[src/tgvc_pkg.sv]
`default_nettype none

package tgvc_pkg;

  typedef enum logic [1:0] {
    KIND_SINGLE = 2'd0,
    KIND_DOUBLE = 2'd1,
    KIND_LSTART = 2'd2,
    KIND_LEND   = 2'd3
  } kind_t;

  typedef enum logic [2:0] {
    REG_SINGLE_CLICK_MAX = 3'd0,
    REG_DOUBLE_WINDOW    = 3'd1,
    REG_LONG_PRESS_MIN   = 3'd2,
    REG_REPEAT_INTERVAL  = 3'd3,
    REG_REPEAT_STEP      = 3'd4,
    REG_VOLUME_MIN       = 3'd5,
    REG_VOLUME_MAX       = 3'd6
  } reg_idx_t;

  localparam logic [11:0] BTN_Y      = 12'd600;
  localparam logic [11:0] BTN_UP_X   = 12'd20;
  localparam logic [11:0] BTN_CHAT_X = 12'd40;
  localparam logic [11:0] BTN_DOWN_X = 12'd60;
  localparam logic [6:0]  CLICK_STEP = 7'd10;
  localparam logic [7:0]  TALLY_MAX  = 8'd255;

  localparam logic [31:0] RST_SINGLE_CLICK_MAX = 32'd300000;
  localparam logic [31:0] RST_DOUBLE_WINDOW    = 32'd400000;
  localparam logic [31:0] RST_LONG_PRESS_MIN   = 32'd800000;
  localparam logic [31:0] RST_REPEAT_INTERVAL  = 32'd200000;
  localparam logic [6:0]  RST_REPEAT_STEP      = 7'd5;
  localparam logic [6:0]  RST_VOLUME_MIN       = 7'd0;
  localparam logic [6:0]  RST_VOLUME_MAX       = 7'd100;

  typedef struct packed {
    logic [3:0]  touch_count;
    logic [11:0] pos_x;
    logic [11:0] pos_y;
    logic [31:0] time_us;
    logic [6:0]  current_volume;
  } in_t;

  typedef struct packed {
    logic        event_valid;
    kind_t       event_kind;
    logic [11:0] event_x;
    logic [11:0] event_y;
    logic        chat_toggle;
    logic        volume_write;
    logic [6:0]  volume_value;
  } out_t;

endpackage

`default_nettype wire

[src/touch_gesture_volume_control.sv]
// Touch gesture classifier with button-zone volume control. One poll sample is
// taken per clock on the in_* channel unless in_stall is high, and gives exactly
// one result beat on the out_* channel: the sample is held in the sample
// register, then passes through the gesture logic into the result register.
// Samples may arrive back to back; the rate is one per cycle while out_stall is
// low, set by the single pass from sample register to result register. in_stall
// rises only while the sample register is full and the result register is full
// and stalled. Write cfg_* only while no sample is in flight.
`default_nettype none

module touch_gesture_volume_control (
  input  wire logic          clk,
  input  wire logic          rst,
  input  wire logic          in_valid,
  output logic               in_stall,
  input  wire tgvc_pkg::in_t in_data,
  output logic               out_valid,
  input  wire logic          out_stall,
  output tgvc_pkg::out_t     out_data,
  input  wire logic          cfg_we,
  input  wire logic [2:0]    cfg_index,
  input  wire logic [31:0]   cfg_data
);

  // configuration
  logic [31:0] single_click_max_us;
  logic [31:0] dbl_click_gap_us;
  logic [31:0] long_press_min_us;
  logic [31:0] repeat_interval_us;
  logic [6:0]  repeat_step;
  logic [6:0]  volume_min;
  logic [6:0]  volume_max;

  // gesture state
  logic        touching, touching_next;
  logic [31:0] press_start_time, press_start_time_next;
  logic [31:0] release_time, release_time_next;
  logic [7:0]  click_tally, click_tally_next;
  logic        long_active, long_active_next;
  logic        repeat_active, repeat_active_next;
  logic        repeat_up, repeat_up_next;
  logic [31:0] last_step_time, last_step_time_next;

  // pipeline
  logic           s1_valid;
  tgvc_pkg::in_t  s1_data;
  logic           out_load;
  logic           s1_fire;
  tgvc_pkg::out_t result;

  // combinational working values
  logic        ev;
  tgvc_pkg::kind_t kind;
  logic        chat;
  logic        wr;
  logic        on_button;
  logic [31:0] held_time;
  logic [31:0] idle_time;
  logic [31:0] step_elapsed;
  logic signed [8:0] vol;
  logic signed [8:0] nv;
  logic signed [8:0] vmin_s;
  logic signed [8:0] vmax_s;
  logic signed [8:0] step_s;

  assign out_load = !out_valid || !out_stall;
  assign s1_fire  = s1_valid && out_load;
  assign in_stall = s1_valid && !out_load;

  always_ff @(posedge clk) begin
    if (rst) begin
      single_click_max_us <= tgvc_pkg::RST_SINGLE_CLICK_MAX;
      dbl_click_gap_us    <= tgvc_pkg::RST_DOUBLE_WINDOW;
      long_press_min_us   <= tgvc_pkg::RST_LONG_PRESS_MIN;
      repeat_interval_us  <= tgvc_pkg::RST_REPEAT_INTERVAL;
      repeat_step         <= tgvc_pkg::RST_REPEAT_STEP;
      volume_min          <= tgvc_pkg::RST_VOLUME_MIN;
      volume_max          <= tgvc_pkg::RST_VOLUME_MAX;
    end else if (cfg_we) begin
      unique case (cfg_index)
        tgvc_pkg::REG_SINGLE_CLICK_MAX: single_click_max_us <= cfg_data;
        tgvc_pkg::REG_DOUBLE_WINDOW:    dbl_click_gap_us    <= cfg_data;
        tgvc_pkg::REG_LONG_PRESS_MIN:   long_press_min_us   <= cfg_data;
        tgvc_pkg::REG_REPEAT_INTERVAL:  repeat_interval_us  <= cfg_data;
        tgvc_pkg::REG_REPEAT_STEP:      repeat_step         <= cfg_data[6:0];
        tgvc_pkg::REG_VOLUME_MIN:       volume_min          <= cfg_data[6:0];
        tgvc_pkg::REG_VOLUME_MAX:       volume_max          <= cfg_data[6:0];
        default: ;
      endcase
    end
  end

  always_ff @(posedge clk) begin
    if (rst) begin
      s1_valid <= 1'b0;
    end else if (!in_stall) begin
      s1_valid <= in_valid;
    end
  end

  always_ff @(posedge clk) begin
    if (!in_stall && in_valid) begin
      s1_data <= in_data;
    end
  end

  always_ff @(posedge clk) begin
    if (rst) begin
      out_valid <= 1'b0;
    end else if (out_load) begin
      out_valid <= s1_valid;
    end
  end

  always_ff @(posedge clk) begin
    if (s1_fire) begin
      out_data <= result;
    end
  end

  always_ff @(posedge clk) begin
    if (rst) begin
      touching         <= 1'b0;
      press_start_time <= '0;
      release_time     <= '0;
      click_tally      <= '0;
      long_active      <= 1'b0;
      repeat_active    <= 1'b0;
      repeat_up        <= 1'b0;
      last_step_time   <= '0;
    end else if (s1_fire) begin
      touching         <= touching_next;
      press_start_time <= press_start_time_next;
      release_time     <= release_time_next;
      click_tally      <= click_tally_next;
      long_active      <= long_active_next;
      repeat_active    <= repeat_active_next;
      repeat_up        <= repeat_up_next;
      last_step_time   <= last_step_time_next;
    end
  end

  always_comb begin
    touching_next         = touching;
    press_start_time_next = press_start_time;
    release_time_next     = release_time;
    click_tally_next      = click_tally;
    long_active_next      = long_active;
    repeat_active_next    = repeat_active;
    repeat_up_next        = repeat_up;
    last_step_time_next   = last_step_time;
    ev   = 1'b0;
    kind = tgvc_pkg::KIND_SINGLE;
    chat = 1'b0;
    wr   = 1'b0;
    held_time = s1_data.time_us - press_start_time;
    idle_time = s1_data.time_us - release_time;
    vol    = {2'b00, s1_data.current_volume};
    vmin_s = {2'b00, volume_min};
    vmax_s = {2'b00, volume_max};
    step_s = {2'b00, repeat_step};
    nv     = '0;

    // press / hold / release / idle classification
    if (s1_data.touch_count != 4'd0 && !touching) begin
      touching_next         = 1'b1;
      press_start_time_next = s1_data.time_us;
      long_active_next      = 1'b0;
    end else if (s1_data.touch_count != 4'd0) begin
      if (!long_active && held_time >= long_press_min_us) begin
        ev               = 1'b1;
        kind             = tgvc_pkg::KIND_LSTART;
        long_active_next = 1'b1;
      end
    end else if (touching) begin
      touching_next     = 1'b0;
      release_time_next = s1_data.time_us;
      if (long_active) begin
        ev   = 1'b1;
        kind = tgvc_pkg::KIND_LEND;
      end else if (held_time <= single_click_max_us) begin
        if (click_tally != tgvc_pkg::TALLY_MAX) begin
          click_tally_next = click_tally + 8'd1;
        end
      end
    end else begin
      if (click_tally != 8'd0 && idle_time >= dbl_click_gap_us) begin
        if (click_tally == 8'd2) begin
          ev   = 1'b1;
          kind = tgvc_pkg::KIND_DOUBLE;
        end else if (click_tally == 8'd1) begin
          ev   = 1'b1;
          kind = tgvc_pkg::KIND_SINGLE;
        end
        // drop triple and longer tallies silently
        click_tally_next = 8'd0;
      end
    end

    on_button = (s1_data.pos_y == tgvc_pkg::BTN_Y) &&
                (s1_data.pos_x == tgvc_pkg::BTN_UP_X ||
                 s1_data.pos_x == tgvc_pkg::BTN_CHAT_X ||
                 s1_data.pos_x == tgvc_pkg::BTN_DOWN_X);

    if (ev && on_button) begin
      case (kind)
        tgvc_pkg::KIND_SINGLE: begin
          if (s1_data.pos_x == tgvc_pkg::BTN_CHAT_X) begin
            chat = 1'b1;
          end else if (s1_data.pos_x == tgvc_pkg::BTN_UP_X) begin
            nv  = vol + $signed({2'b00, tgvc_pkg::CLICK_STEP});
            vol = (nv >= vmax_s) ? vmax_s : nv;
            wr  = 1'b1;
          end else begin
            nv  = vol - $signed({2'b00, tgvc_pkg::CLICK_STEP});
            vol = (nv <= vmin_s) ? vmin_s : nv;
            wr  = 1'b1;
          end
        end
        tgvc_pkg::KIND_LSTART: begin
          if (s1_data.pos_x != tgvc_pkg::BTN_CHAT_X) begin
            repeat_active_next  = 1'b1;
            repeat_up_next      = (s1_data.pos_x == tgvc_pkg::BTN_UP_X);
            last_step_time_next = s1_data.time_us;
          end
        end
        tgvc_pkg::KIND_LEND: begin
          if (s1_data.pos_x != tgvc_pkg::BTN_CHAT_X) begin
            repeat_active_next  = 1'b0;
            repeat_up_next      = 1'b0;
            last_step_time_next = '0;
          end
        end
        default: ;
      endcase
    end

    // auto-repeat works from the click-adjusted volume
    step_elapsed = s1_data.time_us - last_step_time_next;
    if (repeat_active_next && step_elapsed >= repeat_interval_us) begin
      nv = repeat_up_next ? (vol + step_s) : (vol - step_s);
      if (nv > vmax_s) begin
        nv = vmax_s;
      end
      if (nv < vmin_s) begin
        nv = vmin_s;
      end
      if (nv != vol) begin
        vol                 = nv;
        wr                  = 1'b1;
        last_step_time_next = s1_data.time_us;
      end else begin
        repeat_active_next = 1'b0;
        repeat_up_next     = 1'b0;
      end
    end

    result.event_valid  = ev;
    result.event_kind   = ev ? kind : tgvc_pkg::KIND_SINGLE;
    result.event_x      = ev ? s1_data.pos_x : 12'd0;
    result.event_y      = ev ? s1_data.pos_y : 12'd0;
    result.chat_toggle  = chat;
    result.volume_write = wr;
    result.volume_value = wr ? vol[6:0] : 7'd0;
  end

endmodule

`default_nettype wire

[config.mk]
export PLATFORM = sky130hd
export DESIGN_NAME = touch_gesture_volume_control
export DESIGN_NICKNAME = d
export VERILOG_FILES = /design/src/tgvc_pkg.sv /design/src/touch_gesture_volume_control.sv
export SDC_FILE = /design/constraint.sdc
export NUM_CORES = 1
export LEC_CHECK = 0
export ABC_AREA = 1
export BUFFER_PORTS_ARGS = -buffer_cell sky130_fd_sc_hd__buf_2
export CAP_MARGIN = 20
export CELL_PAD_IN_SITES_DETAIL_PLACEMENT = 1
export CELL_PAD_IN_SITES_GLOBAL_PLACEMENT = 1
export CORE_ASPECT_RATIO = 1.25
export CORE_MARGIN = 8
export CORE_UTILIZATION = 43
export CTS_BUF_LIST = sky130_fd_sc_hd__clkbuf_2
export CTS_CLUSTER_SIZE = 40
export DETAILED_ROUTE_END_ITERATION = 6
export PLACE_DENSITY = 0.87
export SLEW_MARGIN = 10
export SYNTH_ARGS = -nofsm -noshare
export SYNTH_HDL_FRONTEND = slang
export SYNTH_SLANG_ARGS = --single-unit
[constraint.sdc]
create_clock -name clk -period 9.4 [get_ports clk]
set_input_delay 0 -clock clk [delete_from_list [all_inputs] [get_ports clk]]
set_output_delay 0 -clock clk [all_outputs]
set_load 0.01 [all_outputs]
; Word-level counts from Yosys, hierarchy flattened
; Cells that the tools add are included.
[totals]
reg_bits = 362
in_bits = 107
output_inout_bits = 38
[classes]
addsub = 8
magnitude_cmp = 8
n_eq_ne = 21
muxes = 62
bitwise = 2
n_reduce_logical = 38
[op_table]
columns = op, count
row1 = $mux W32, 5
row2 = $ge A32 B32 Y1, 3
row3 = $sub A32 B32 Y32, 3
row4 = $mux W9, 10
row5 = $pmux W32 S2, 1
row6 = $mux W8, 6
row7 = $le A32 B32 Y1, 1
row8 = $mux W1, 31
row9 = $eq A12 B6 Y1 const B, 2
row10 = $reduce_and A2 Y1, 10
row11 = $mux W7, 2
row12 = $eq A12 B10 Y1 const B, 1
row13 = $eq A12 B5 Y1 const B, 1
row14 = $ne A12 B6 Y1 const B, 1
row15 = $mux W2, 5
row16 = $add A9 B8 Y9, 1
row17 = $eq A3 B3 Y1 const B, 3
row18 = $gt A9 B8 Y1, 1
row19 = $logic_and A1 B1 Y1, 9
row20 = $lt A9 B8 Y1, 1
row21 = $ne A9 B9 Y1, 1
row22 = $sub A9 B8 Y9, 1
row23 = $add A7 B4 Y8 const B, 1
row24 = $add A8 B1 Y8 const B, 1
row25 = 23 further kinds, 38

; Depth between registers and ports, before layout
[logic_depth]
word_depth = 21
ltp_mapped = 86
ltp_nobuf = 84

; Worst setup path before layout
; OpenSTA, ideal clock, no wires.
[synth_timing]
path_kind = register to register
startpoint = register s1_data[7] (netlist bit)
endpoint = register last_step_time[25]
t_arrival_ps = 10176
t_required_ps = 9258
path_slack_ps = -918
stages_incl_launch_ff = 74
period_less_slack_ps = 10318
path_cell_list = edfxtp_1 inv_1 ha_1 inv_1 fa_1 nand3_1 nand2_1 a21oi_1 o21ai_1 a21boi_1 o21ai_0 a21boi_1 o21ai_1 a21boi_1 o21ai_1 a21boi_1 o21ai_0 a21boi_1 (+38 left out) or3_1 a31oi_1 ha_1 inv_1 buf_2 nand3_1 nand2_1 nand2_1 nand2_1 nand2_1 nor2_2 nand2_4 nand2_2 buf_6 buf_8 nand2_2 nand3_2 a21oi_2
[synth_between]
word_cells_on_any_way = 44
[synth_lines]
columns = item, line_no
row1 = "start, declared", touch_gesture_volume_control.sv:46  ; tgvc_pkg::in_t s1_data;
row2 = "start signal, assigned", touch_gesture_volume_control.sv:103  ; s1_data <= in_data;
row3 = $sub A32 B32 Y32, touch_gesture_volume_control.sv:157  ; idle_time = s1_data.time_us - release_time;
row4 = $ge A32 B32 Y1, touch_gesture_volume_control.sv:187  ; if (click_tally != 8'd0 && idle_time >= dbl_click_gap_us) begin
row5 = $logic_and A1 B1 Y1, touch_gesture_volume_control.sv:187
row6 = $mux W1, touch_gesture_volume_control.sv:187
row7 = $mux W1, touch_gesture_volume_control.sv:175  ; end else if (touching) begin
row8 = $mux W1 (*), touch_gesture_volume_control.sv:169  ; end else if (s1_data.touch_count != 4'd0) begin
row9 = $mux W1 (*), touch_gesture_volume_control.sv:165  ; if (s1_data.touch_count != 4'd0 && !touching) begin
row10 = via ev, touch_gesture_volume_control.sv:52  ; logic ev;
row11 = (+5 left out), -
row12 = $mux W9, touch_gesture_volume_control.sv:242  ; if (nv > vmax_s) begin
row13 = $mux W9, touch_gesture_volume_control.sv:240  ; if (repeat_active_next && step_elapsed >= repeat_interval_us) begin
row14 = $lt A9 B8 Y1, touch_gesture_volume_control.sv:245  ; if (nv < vmin_s) begin
row15 = $mux W9, touch_gesture_volume_control.sv:245
row16 = $mux W9, touch_gesture_volume_control.sv:240
row17 = $ne A9 B9 Y1, touch_gesture_volume_control.sv:248  ; if (nv != vol) begin
row18 = $mux W32, touch_gesture_volume_control.sv:248
row19 = $mux W32 (*), touch_gesture_volume_control.sv:240
row20 = "end signal, assigned", touch_gesture_volume_control.sv:139  ; last_step_time <= last_step_time_next;
row21 = "end, declared", touch_gesture_volume_control.sv:42  ; logic [31:0] last_step_time, last_step_time_next;
; The timed path passes the listed nets; every way through them passes the cells marked *. The select of a mux whose other input is x is not followed.
; A chain may end at the register's enable or synchronous reset.

; Final worst setup path
[layout_timing]
startpoint = register s1_data[9] (netlist bit)
endpoint = register last_step_time[9]
[layout_between]
elab_chain_len = 21
word_cells_on_any_way = 44
[layout_rtl]
columns = item, line_no
row1 = $sub A32 B32 Y32, touch_gesture_volume_control.sv:157
row2 = $ge A32 B32 Y1, touch_gesture_volume_control.sv:187
row3 = $logic_and A1 B1 Y1, touch_gesture_volume_control.sv:187
row4 = $mux W1, touch_gesture_volume_control.sv:187
row5 = $mux W2, touch_gesture_volume_control.sv:175
row6 = $mux W2, touch_gesture_volume_control.sv:169
row7 = $mux W2, touch_gesture_volume_control.sv:165
row8 = $logic_not A2 Y1, touch_gesture_volume_control.sv:206  ; case (kind)
row9 = (+5 left out), -
row10 = $mux W9, touch_gesture_volume_control.sv:242
row11 = $mux W9, touch_gesture_volume_control.sv:240
row12 = $lt A9 B8 Y1, touch_gesture_volume_control.sv:245
row13 = $mux W9, touch_gesture_volume_control.sv:245
row14 = $mux W9, touch_gesture_volume_control.sv:240
row15 = $ne A9 B9 Y1, touch_gesture_volume_control.sv:248
row16 = $mux W32, touch_gesture_volume_control.sv:248
row17 = $mux W32 (*), touch_gesture_volume_control.sv:240
; Mark *: on every way between the ends. The rest lies on a longest branch, timed or not. The select of a mux whose other input is x is not followed.

==> load_flow_metrics.sql <==
INSERT INTO impl_metrics (metric_group, metric, value, unit) VALUES
('outcome', 'run_status', 'finished, violations left', ''),
('timing', 'slew_headroom', '18.21', '%'),
('worst_setup_path', 'crit_path_max_delay_cell_type', 'sky130_fd_sc_hd__edfxtp_1', ''),
('timing', 'fin_hold_ws', '-0.03556', 'ns'),
('clocking', 'cts_buffer_depth', '3', ''),
('drt', 'final_antenna_net_count', '0', ''),
('worst_setup_path', 'worstPathArrival', '14.01', 'ns'),
('finish', 'fin_util', '61.58', '%'),
('worst_setup_path', 'timing_worst_setup_path_type', 'reg2reg', ''),
('outcome', 'failed_checks', 'negative hold slack, negative setup slack', ''),
('drt', 'dr_total_vias', '29320', ''),
('finish', 'area.growth.synth_to_final', '42.56', '%'),
('clocking', 'htree_levels', '3', ''),
('logic_synthesis', 'synth.ff_latch_count', '362', ''),
('logic_synthesis', 'yosys_most_used_dff', 'sky130_fd_sc_hd__dfxtp_1', ''),
('clocking', 'clock_sinks', '362', ''),
('grt', 'grt_pass1_wl', '176700', 'µm'),
('grt', 'grt.overflow.total', '0', ''),
('timing', 'setup_viol', '42', ''),
('worst_setup_path', 'timing.critical_path.from_type', 'flop', ''),
('finish', 'mostFrequentLayoutCells', 'sky130_fd_sc_hd__inv_1 (427), sky130_fd_sc_hd__buf_4 (398), sky130_fd_sc_hd__a21oi_1 (343), sky130_fd_sc_hd__nand2_1 (333), sky130_fd_sc_hd__dfxtp_1 (259)', ''),
('clocking', 'numCtsBuffers', '97', ''),
('logic_synthesis', 'synth_area_per_cell', '7.893', 'µm²'),
('power', 'leakage', '0.01437', 'µW'),
('logic_synthesis', 'async_reset_ff_share', '0', '%'),
('place', 'place.gp.congestion', '0.9085', ''),
('power', 'totalPowerFinal', '5075', 'µW'),
('power', 'power_density', '157.8', 'nW/µm²'),
('clocking', 'tritoncts', 'built', ''),
('job', 'cap_violations', '0', ''),
('worst_setup_path', 'worst_r2r_path_depth', '75', ''),
('floorplanning', 'floorplan.rows', '94', ''),
('finish', 'mostFrequentLayoutCell', 'sky130_fd_sc_hd__inv_1', ''),
('timing', 'finalHoldViolations', '4', ''),
('place', 'portBuffers', '144', ''),
('timing', 'postLayoutSetupSlackWorst', '-3.405', 'ns'),
('logic_synthesis', 'synth-warning-count', '0', ''),
('drt', 'met2WireLength', '64340', 'µm'),
('clocking', 'ctsRootBufferMaster', 'sky130_fd_sc_hd__clkbuf_2', ''),
('grt', 'gr-usage-all-layers', '37.30', '%'),
('worst_setup_path', 'path_common_cell', 'sky130_fd_sc_hd__nand2_1', ''),
('grt', 'grt_start_max_net_pins', '75', ''),
('worst_hold_path', 'worstHoldPathType', 'in2reg', ''),
('timing', 'timing_worst_slew_pin_value', '1.221', 'ns'),
('power', 'irDropWorstVdd', '0.1208', 'mV'),
('floorplanning', 'design.core.area', '52220', 'µm²'),
('worst_setup_path', 'critPathMaxFanout', '8', ''),
('logic_synthesis', 'syn-cell-area', '22560', 'µm²'),
('worst_setup_path', 'worst_setup_path_end_kind', 'flop', ''),
('finish', 'design.final.nets', '4060', ''),
('floorplanning', 'die_x', '220.9', 'µm'),
('grt', 'via_count_of_the_first_global_routing_pass', '30390', ''),
('finish', 'finish.cell_count_without_fillers', '4445', ''),
('floorplanning', 'start_util', '43.20', '%'),
('logic_synthesis', 'yosys.cell_types.count', '58', ''),
('clocking', 'worst_skew_pair.late_latency', '1.33', 'ns'),
('drt', 'wl_met1', '45880', 'µm'),
('logic_synthesis', 'synth.net_count', '3233', ''),
('logic_synthesis', 'synth-edff-count', '103', ''),
('drt', 'firstDrtPassIters', '7', ''),
('floorplanning', 'num_io_pins', '145', ''),
('place', 'post-place-ws', '-2.592', 'ns'),
('logic_synthesis', 'postSynthCellCount', '2858', ''),
('worst_hold_path', 'depth_of_the_worst_hold_timing_path', '3', ''),
('place', 'dp_hpwl', '62480', 'µm'),
('timing', 'setup_repair_after_global_routing_missed_its_margin', 'true', ''),
('drt', 'route.top_layer_used', 'met5', ''),
('drt', 'viasPerCell', '6.597', ''),
('drt', 'detail_route.wl_per_cell', '32.12', 'µm'),
('logic_synthesis', 'synth_seq_area_share', '36.69', '%'),
('timing', 'fin_skew', '0.1953', 'ns');
sequential cells by signal, summed over array words and instances (netlist names):
| name | count |
|---|---|
| s1_data | 67 |
| out_data | 36 |
| dbl_click_gap_us | 32 |
| last_step_time | 32 |
| long_press_min_us | 32 |
| press_start_time | 32 |
| release_time | 32 |
| repeat_interval_us | 32 |
| single_click_max_us | 32 |
| click_tally | 8 |
| repeat_step | 7 |
| volume_max | 7 |
| volume_min | 7 |
| long_active | 1 |
| out_valid | 1 |
| repeat_active | 1 |
| repeat_up | 1 |
| s1_valid | 1 |
| touching | 1 |
worst max-delay path: cells and delay by family (launching register included):
kind                       cells  cell delay (ns)
xor gates and xnor gates       2             0.55
AOI/OAI and AO/OA             19             3.19
DFF                            1             0.48
buffers and inverters         14             1.73
adders and majority gates      4             1.45
and+or+nand+nor               36             5.26
worst paths after layout:
check	start	to	slack [ns]
setup / recovery	s1_data[9]	last_step_time[9]	-3.40
hold / removal	in_data[51]	s1_data[51]	-0.04
setup reg to reg	s1_data[9]	last_step_time[9]	-3.40
hold reg to reg	dbl_click_gap_us[21]	dbl_click_gap_us[21]	0.48
power by group:
part,internal [µW],switching [µW]
registers,1670,48.2
logic,755,1170
clock network,501,936
kinds of logic after synthesis:
group / count (synthesis) / synth area share [%]
simple gates: 785 / 15.48
buf+inv: 548 / 9.307
xor+xnor: 112 / 4.348
other cells: 1 / 0.01662
flops: 362 / 36.69
fa+ha+maj: 268 / 15.00
compound gates: 782 / 19.16
through the flow:
| step | area [µm²] | setup TNS (ns) |
|---|---|---|
| 3_5_place_dp | 26290 | -103.73 |
| 6_report | 32160 | -131.69 |
| 5_1_grt | 32150 | -138.93 |
| 4_1_cts | 30880 | -36.69 |
| 3_3_place_gp | 26290 | -69.22 |
| 2_1_floorplan | 22700 | -6.822 |
metal layers:
layer / GRT usage [%] / vias to the layer above
met2: 64.20 / 2839
met4: 34.10 / 8
met1: 37.09 / 13740
met5: 0 / -
met3: 9.201 / 1383
li1: - / 11350
synthesized netlist by cell type, types with 4 or more instances:
| cell | instances | area [µm²] |
|---|---|---|
| sky130_fd_sc_hd__o221ai_1 | 6 | 52.55 |
| sky130_fd_sc_hd__a211oi_1 | 7 | 52.55 |
| sky130_fd_sc_hd__xnor2_1 | 33 | 289.0 |
| sky130_fd_sc_hd__a21oi_2 | 12 | 105.1 |
| sky130_fd_sc_hd__a21o_1 | 7 | 52.55 |
| sky130_fd_sc_hd__o21ai_0 | 239 | 1196 |
| sky130_fd_sc_hd__a31oi_1 | 8 | 50.05 |
| sky130_fd_sc_hd__nand3_1 | 125 | 625.6 |
| sky130_fd_sc_hd__nand4_1 | 33 | 206.5 |
| sky130_fd_sc_hd__edfxtp_1 | 103 | 3093 |
| sky130_fd_sc_hd__nand3b_1 | 6 | 45.04 |
| sky130_fd_sc_hd__ha_1 | 264 | 3303 |
| sky130_fd_sc_hd__buf_2 | 10 | 50.05 |
| sky130_fd_sc_hd__o21a_1 | 10 | 75.07 |
| sky130_fd_sc_hd__nand2_2 | 20 | 125.1 |
| sky130_fd_sc_hd__nor2_1 | 133 | 499.2 |
| sky130_fd_sc_hd__o211ai_1 | 35 | 262.8 |
| sky130_fd_sc_hd__a21oi_1 | 382 | 1912 |
| sky130_fd_sc_hd__inv_1 | 442 | 1659 |
| sky130_fd_sc_hd__a21boi_1 | 6 | 45.04 |
| sky130_fd_sc_hd__a22oi_1 | 31 | 232.7 |
| sky130_fd_sc_hd__nand2_1 | 417 | 1565 |
| sky130_fd_sc_hd__inv_2 | 9 | 33.78 |
| sky130_fd_sc_hd__o21bai_1 | 5 | 37.54 |
| sky130_fd_sc_hd__fa_1 | 4 | 80.08 |
| sky130_fd_sc_hd__dfxtp_1 | 259 | 5185 |
| sky130_fd_sc_hd__nand3_2 | 18 | 180.2 |
| sky130_fd_sc_hd__xor2_1 | 79 | 691.9 |
| sky130_fd_sc_hd__clkbuf_1 | 78 | 292.8 |
| sky130_fd_sc_hd__o21ai_1 | 14 | 70.07 |
| sky130_fd_sc_hd__nor3_1 | 16 | 80.08 |
cell type report:
class | instances | area [µm²]
Multi-Input combinational cell | 1948 | 13670
Fill cell | 6186 | 20060
Clock buffer | 146 | 730.7
Clock inverter | 35 | 225.2
Antenna cell | 6 | 15.01
Timing Repair Buffer | 821 | 6659
Timing Repair inverter | 1 | 7.507
Inverter | 454 | 1738
Tap cell | 672 | 840.8
Sequential cell | 362 | 8278
what timing repair did:
item	4_1_cts	5_1_grt
setup endpoints to repair	42	42
pin swaps	59	140
hold buffers	253	0
endpoints found under the hold margin	360	0
buffers inserted	53	49
cloned	5	1
gates resized for setup	162	204
(Power assumes the default switching activity.)
